===== src/hdl/tpg_pkg.sv =====
// package: shared types and constants for the test pattern pixel generator
package tpg_pkg;

  // pattern modes
  localparam logic [1:0] MODE_DIAG    = 2'd0;
  localparam logic [1:0] MODE_RADIAL  = 2'd1;
  localparam logic [1:0] MODE_STRIPES = 2'd2;
  localparam logic [1:0] MODE_FLAT    = 2'd3;

  // configuration register indexes
  localparam logic [1:0] REG_MODE   = 2'd0;
  localparam logic [1:0] REG_WIDTH  = 2'd1;
  localparam logic [1:0] REG_HEIGHT = 2'd2;

  localparam int DIM_W   = 13;
  localparam int COORD_W = 12;
  localparam int VAL_W   = 16;

  localparam logic [DIM_W-1:0] MAX_DIM       = 13'd4096;
  localparam int               STRIPE_SHIFT  = 5;      // stripes 32 rows tall
  localparam logic [VAL_W-1:0] STRIPE_LO_VAL = 16'd15000;
  localparam logic [VAL_W-1:0] STRIPE_HI_VAL = 16'd50000;
  localparam logic [VAL_W-1:0] FLAT_VAL      = 16'd32768;

  // square root of (a << 32), a is a sum of two 13-bit squares
  localparam int SQ_W       = 2 * DIM_W;          // one square
  localparam int RAD_IN_W   = SQ_W + 1;           // sum of squares
  localparam int ROOT_STEPS = (RAD_IN_W + 32 + 1) / 2;
  localparam int ROOT_W     = ROOT_STEPS;
  localparam int RAD_W      = 2 * ROOT_STEPS;     // scaled radicand
  localparam int REM_W      = ROOT_W + 1;

  // divider: quotient always fits 16 bits
  localparam int DIV_STEPS = VAL_W;
  localparam int NUM_W     = ROOT_W + VAL_W;

  typedef struct packed {
    logic [COORD_W-1:0] pixel_x;
    logic [COORD_W-1:0] pixel_y;
    logic [VAL_W-1:0]   frame_index;
  } in_item_t;

  typedef struct packed {
    logic [VAL_W-1:0] pixel_value;
    logic             end_of_frame;
    logic             out_of_range;
  } out_item_t;

  // per-item sideband that rides along the cell chains
  typedef struct packed {
    logic             valid;
    logic [1:0]       mode;
    logic [VAL_W-1:0] frame_index;
    logic             oor;
    logic             eof;
    logic             stripe;
    logic [DIM_W-1:0] sum_xy;
    logic [DIM_W:0]   sum_wh;
  } side_t;

  typedef struct packed {
    logic [REM_W-1:0]  rem;
    logic [ROOT_W-1:0] root;
    logic [RAD_W-1:0]  bits;
  } root_lane_t;

  typedef struct packed {
    logic [NUM_W-1:0] rem;
    logic [NUM_W-1:0] dsh;
    logic [VAL_W-1:0] q;
  } div_lane_t;

endpackage


===== src/hdl/tpg_root_cell.sv =====
// module: one digit step of the two square-root lanes, with sideband
module tpg_root_cell (
  input  logic               clk,
  input  logic               rst,
  input  tpg_pkg::side_t      side_in,
  input  tpg_pkg::root_lane_t rd_in,
  input  tpg_pkg::root_lane_t rm_in,
  output tpg_pkg::side_t      side_out,
  output tpg_pkg::root_lane_t rd_out,
  output tpg_pkg::root_lane_t rm_out
);
  import tpg_pkg::*;

  function automatic root_lane_t root_step(root_lane_t s);
    logic [ROOT_W+2:0] sh;
    logic [ROOT_W+2:0] trial;
    root_lane_t        r;
    begin
      sh    = {s.rem, s.bits[RAD_W-1 -: 2]};
      trial = {1'b0, s.root, 2'b01};
      if (sh >= trial) begin
        r.rem  = REM_W'(sh - trial);
        r.root = {s.root[ROOT_W-2:0], 1'b1};
      end else begin
        r.rem  = REM_W'(sh);
        r.root = {s.root[ROOT_W-2:0], 1'b0};
      end
      r.bits = {s.bits[RAD_W-3:0], 2'b00};
      root_step = r;
    end
  endfunction

  always_ff @(posedge clk) begin
    rd_out <= root_step(rd_in);
    rm_out <= root_step(rm_in);
    if (rst) begin
      side_out <= '0;
    end else begin
      side_out <= side_in;
    end
  end

endmodule


===== config.mk =====
export PLATFORM = sky130hd
export DESIGN_NAME = tpg_root_cell
export DESIGN_NICKNAME = d
export VERILOG_FILES = /design/src/hdl/tpg_pkg.sv /design/src/hdl/tpg_root_cell.sv
export SDC_FILE = /design/constraint.sdc
export NUM_CORES = 1
export LEC_CHECK = 0
export BUFFER_PORTS_ARGS = -buffer_cell sky130_fd_sc_hd__buf_2
export CORE_AREA = 5 5 223 225
export DETAILED_ROUTE_END_ITERATION = 6
export DIE_AREA = 0 0 228 230
export PLACE_DENSITY = 0.44
export SLEW_MARGIN = 0
export SYNTH_ARGS = -nofsm -noshare
export SYNTH_HDL_FRONTEND = slang
export SYNTH_SLANG_ARGS = --single-unit

===== constraint.sdc =====
create_clock -name clk -period 6.4 [get_ports clk]
set_input_delay 0.96 -clock clk [delete_from_list [all_inputs] [get_ports clk]]
set_output_delay 0.96 -clock clk [all_outputs]
set_load 0.05 [all_outputs]

* Word-level counts from Yosys, hierarchy flattened
Index checks and enable logic that the tools add are counted.
Word-level totals: input bits 293, output and inout bits 291, word-level logic and storage cells 20, register bits after elaboration 287
Operators by class: add/subtract/negate cells 2, multiplexer cells 2, $lt $le $gt $ge 2
Operator list (count):
- $mux W61 | 2
- $ge A33 B32 Y1 | 2
- $sub A31 B31 Y31 | 2

* Depth between registers and ports, before layout
depth in word-level cells 2, depth in mapped cells 13, depth with buffers taken out 10

* Least setup slack after synthesis
Ideal clock, no wire load.
path type in2reg, start point in rm_in[69] in the netlist's numbering, end point reg rm_out[100] in the netlist's numbering, arrival 3.157 ns, slack 3.122 ns, buffers on the path 2, cell stages on the path 12, required time 6.279 ns, library setup time 0.121 ns, cells stage by stage inv_1 ha_1 buf_2 nand3_2 o221a_4 a21oi_2 a311o_1 a21o_2 a31oi_4 a21oi_4 buf_6 mux2_4
On the way: longest elaborated chain between the ends 2
RTL lines:
- from (decl) | line tpg_root_cell.sv:7 | input tpg_pkg::root_lane_t rm_in,
- $ge A33 B32 Y1 | line tpg_root_cell.sv:21 | if (sh >= trial) begin
- $mux W61 | line tpg_root_cell.sv:21
- to (signal assigned) | line tpg_root_cell.sv:35 | rm_out <= root_step(rm_in);
- to (decl) | line tpg_root_cell.sv:10 | output tpg_pkg::root_lane_t rm_out
No other way between the ends. A chain may end at the register's enable or synchronous reset.

* Final worst setup path
start point in rm_in[68] in the netlist's numbering, end point reg rm_out[92] in the netlist's numbering
Same word-level chain as after synthesis.

==> results.md <==
* Final period utilization at 61.68%
* CP bufs+invs at 3
* Dpl hpwl at 37,150 µm
* Largest cells by area after synthesis: dfxtp_1, ha_1, mux2_4
* Cells along the critical path: buf_2 -> inv_1 -> ha_1 -> nand3_2 -> o221a_4 -> a21oi_2 -> a311o_1 -> a21o_2 -> a31oi_4 -> a21oi_4 -> buf_4 -> mux2_1
* Die height at 230 µm
* Ports placed on the boundary at 584
* Row cnt at 80
* Combinational Power Share at 27.1%
* GPL Wtd Cong at 0.8444
* Overflow after GRT at 0
* Crit start category: primary input
* CP max stage cell: a21oi_4
* Ys flop type: dfxtp_1
* Largest area contributor in the netlist: dfxtp_1
* Sequential Power Share at 36.9%
* Count leader, synth: dfxtp_1
* Total number of vias at 9,529
* # nets final at 1,967
* Hold Crit Start: rm_in[22]
* Total Power at 5.438 mW
* Clk sink count at 287
* CTS H-Tree Depth at 2
* TritonCTS clock tree: built
* Flop and latch count out of synthesis at 287
* Area growth from synthesis to layout at 43.06%
* Seq/Total Area, Yosys at 53.10%
* Mapped Avg Cell Area at 10.58 µm²
* DRT Pass-1 Iters at 5
* Number of global-route vias before repair at 10,030
* Int Power at 3.550 mW
* Reg clk slew, reported paths at 0.06 ns
* Rel. slew slack at 37.93%
* Post-CTS Resized at 0
* Pin count of the biggest net entering global routing at 50
* Final Hold Violating Endpoints at 0
* Fin. max-slew vios at 0
* Crit Path Max Fanout at 19
* Routed wire length at 44,320 µm
* Overall routing resource usage at 16.00%
* CTS root buf: clkbuf_16
* Pleak at 7.698 nW
* Post-synth cell types at 70
* DRC viols at 0
* CTS max path bufs at 3
* Initial antenna violation count at 20
* Total die area at 52,440 µm²
* Commonest cells post-synth: dfxtp_1, inv_1, a21oi_1, ha_1, nand2_1
* Worst setup EP type: register
* Placed inst area at 14,340 µm²
* Psw at 1.888 mW
* Pre-CTS setup slack at 1.900 ns
* # hold bufs at CTS at 0
* Cells after Synth at 1,023
* Die Width at 228 µm
* Switching Fraction at 34.72%
* Layout cells sized above 1 at 41.61%
* Antenna-violating nets left at 0
* DR vias/cell at 4.233
* Area share of the largest cell type after synthesis at 53.10%
* Crit path time final at 3.948 ns
* Worst-margin pin slew at 0.9310 ns
* Setup_tns at 0 ns
* Worst Hold Depth at 1
* Post-synth EDFFs at 0
* Finished Cell Area at 15,480 µm²
* Crit Path Category: primary input to register
* Number of max-cap violations at 0
* Critical path required time at 6.81 ns
* Setup-failing EPs final at 0
* RSZ-0062 raised after global routing: no
* Status: completed
* Worst hold endpoint: rm_out[24]
* Share of synthesized registers carrying an async set or reset at 0%
* Peak supply drop at 184.6 µV
* Wire length of the first global-routing pass at 64,310 µm
* Worst EP arrival at 4.36 ns
* CTS Buf Count at 35
* Core region area at 47,350 µm²
* Clock power frac at 35.9%
* Ys Warns at 0
* Setup ws final at 2.452 ns
* Top delay family on crit path: compound AO/OA/AOI/OAI gates
* Crit path largest cell delay at 0.72 ns
* Worst Hold Class: primary input to register
* Post-CTS setup buffers at 0
* Mapped cell area at 10,820 µm²
* Achievable Freq at 0.2533 GHz
* Pwr dens at 351.3 nW/µm²
* DR iter-0 viols at 438
* Routed wire per std cell at 19.69 µm
* Buffers added on ports at 579
* Starting Density at 22.85%
[kinds of logic (layout without fill, tap and decap cells)]
kind of cell | after synthesis | after routing | share of synthesized area (%)
buffers and inverters | 116 | 722 | 4.591
xor gates and xnor gates | 51 | 51 | 4.128
other | 1 | 8 | 0.03466
AOI/OAI and AO/OA | 204 | 204 | 12.59
and+or+nand+nor | 244 | 244 | 11.41
muxes | 56 | 56 | 6.741
adders and majority gates | 64 | 64 | 7.401
DFF | 287 | 287 | 53.10
[routing by layer]
layer	track usage, %	routed length, µm
met1	17.29	16670
met2	29.65	22950
met3	5.835	3622
met4	4.065	977
met5	0	100
[final cells by class]
type | instances | area [µm²]
fillers | 5027 | 31870
flip-flops and latches | 287 | 5746
multi-input cells | 623 | 4601
repair buffers | 581 | 2913
clock buffers | 44 | 970.9
well taps | 615 | 769.5
inverters | 82 | 307.8
clock inverters | 15 | 162.7
diodes | 4 | 10.01
[worst max path at each step]
stage / from / endpoint / slack (ns) / depth (start not counted)
global route: rm_in[68] / rm_out[92] / 2.28 / 12
detailed placement: rm_in[68] / rm_out[92] / 1.90 / 12
global placement: rm_in[68] / rm_out[92] / 1.95 / 12
floorplan: rm_in[69] / rm_out[100] / 3.12 / 12
finish: rm_in[68] / rm_out[92] / 2.45 / 12
CTS: rm_in[68] / rm_out[92] / 2.46 / 12
[power groups by stage]
stage          Clock [mW]  Sequential (mW)  Combinational [mW]
5_1_grt              2.11             2.02                1.57
2_1_floorplan           0             2.62               0.475
4_1_cts              2.04             2.01                1.49
3_5_place_dp            0             2.05                1.48
3_3_place_gp            0             2.05                1.48
6_report             1.96             2.01                1.47
[registers in the layout (all words and copies together) (netlist names)]
register / flops
side_out: 49
rd_out: 119
rm_out: 119
[placed cells by master (no fill, tap or decap), drive strengths merged, types with 3 or more instances in the layout]
| cell type | Yosys | routed |
|---|---|---|
| o211ai | 7 | 7 |
| xor2 | 17 | 17 |
| a21oi | 69 | 69 |
| diode | 0 | 4 |
| nor2 | 55 | 55 |
| buf | 19 | 581 |
| nand4 | 12 | 12 |
| nand2b | 7 | 7 |
| dfxtp | 287 | 287 |
| a31oi | 8 | 8 |
| nand3 | 19 | 19 |
| inv | 82 | 86 |
| o21ai | 37 | 37 |
| mux2 | 54 | 54 |
| clkbuf | 15 | 44 |
| clkinvlp | 0 | 3 |
| nor2b | 57 | 57 |
| nand2 | 58 | 58 |
| o21a | 8 | 8 |
| nor3 | 16 | 16 |
| conb | 1 | 4 |
| o21bai | 9 | 9 |
| a21o | 25 | 25 |
| clkinv | 0 | 6 |
| ha | 64 | 64 |
| and4 | 4 | 4 |
| a311oi | 3 | 3 |
| xnor2 | 34 | 34 |
| a211oi | 11 | 11 |
| and3 | 3 | 3 |
[stage by stage]
| step | std cells | utilization, % | hold slack, ns |
|---|---|---|---|
| finish | 2251 | 32.70 | 0.5213 |
| global route | 2248 | 32.68 | 0.4795 |
| CTS | 2247 | 32.67 | 0.4788 |
| detailed placement | 2188 | 30.28 | 1.064 |
| global placement | 2188 | 30.28 | 1.063 |
| floorplan | 1026 | - | 0.9877 |
No activity file was read; power rests on OpenSTA's default activity.
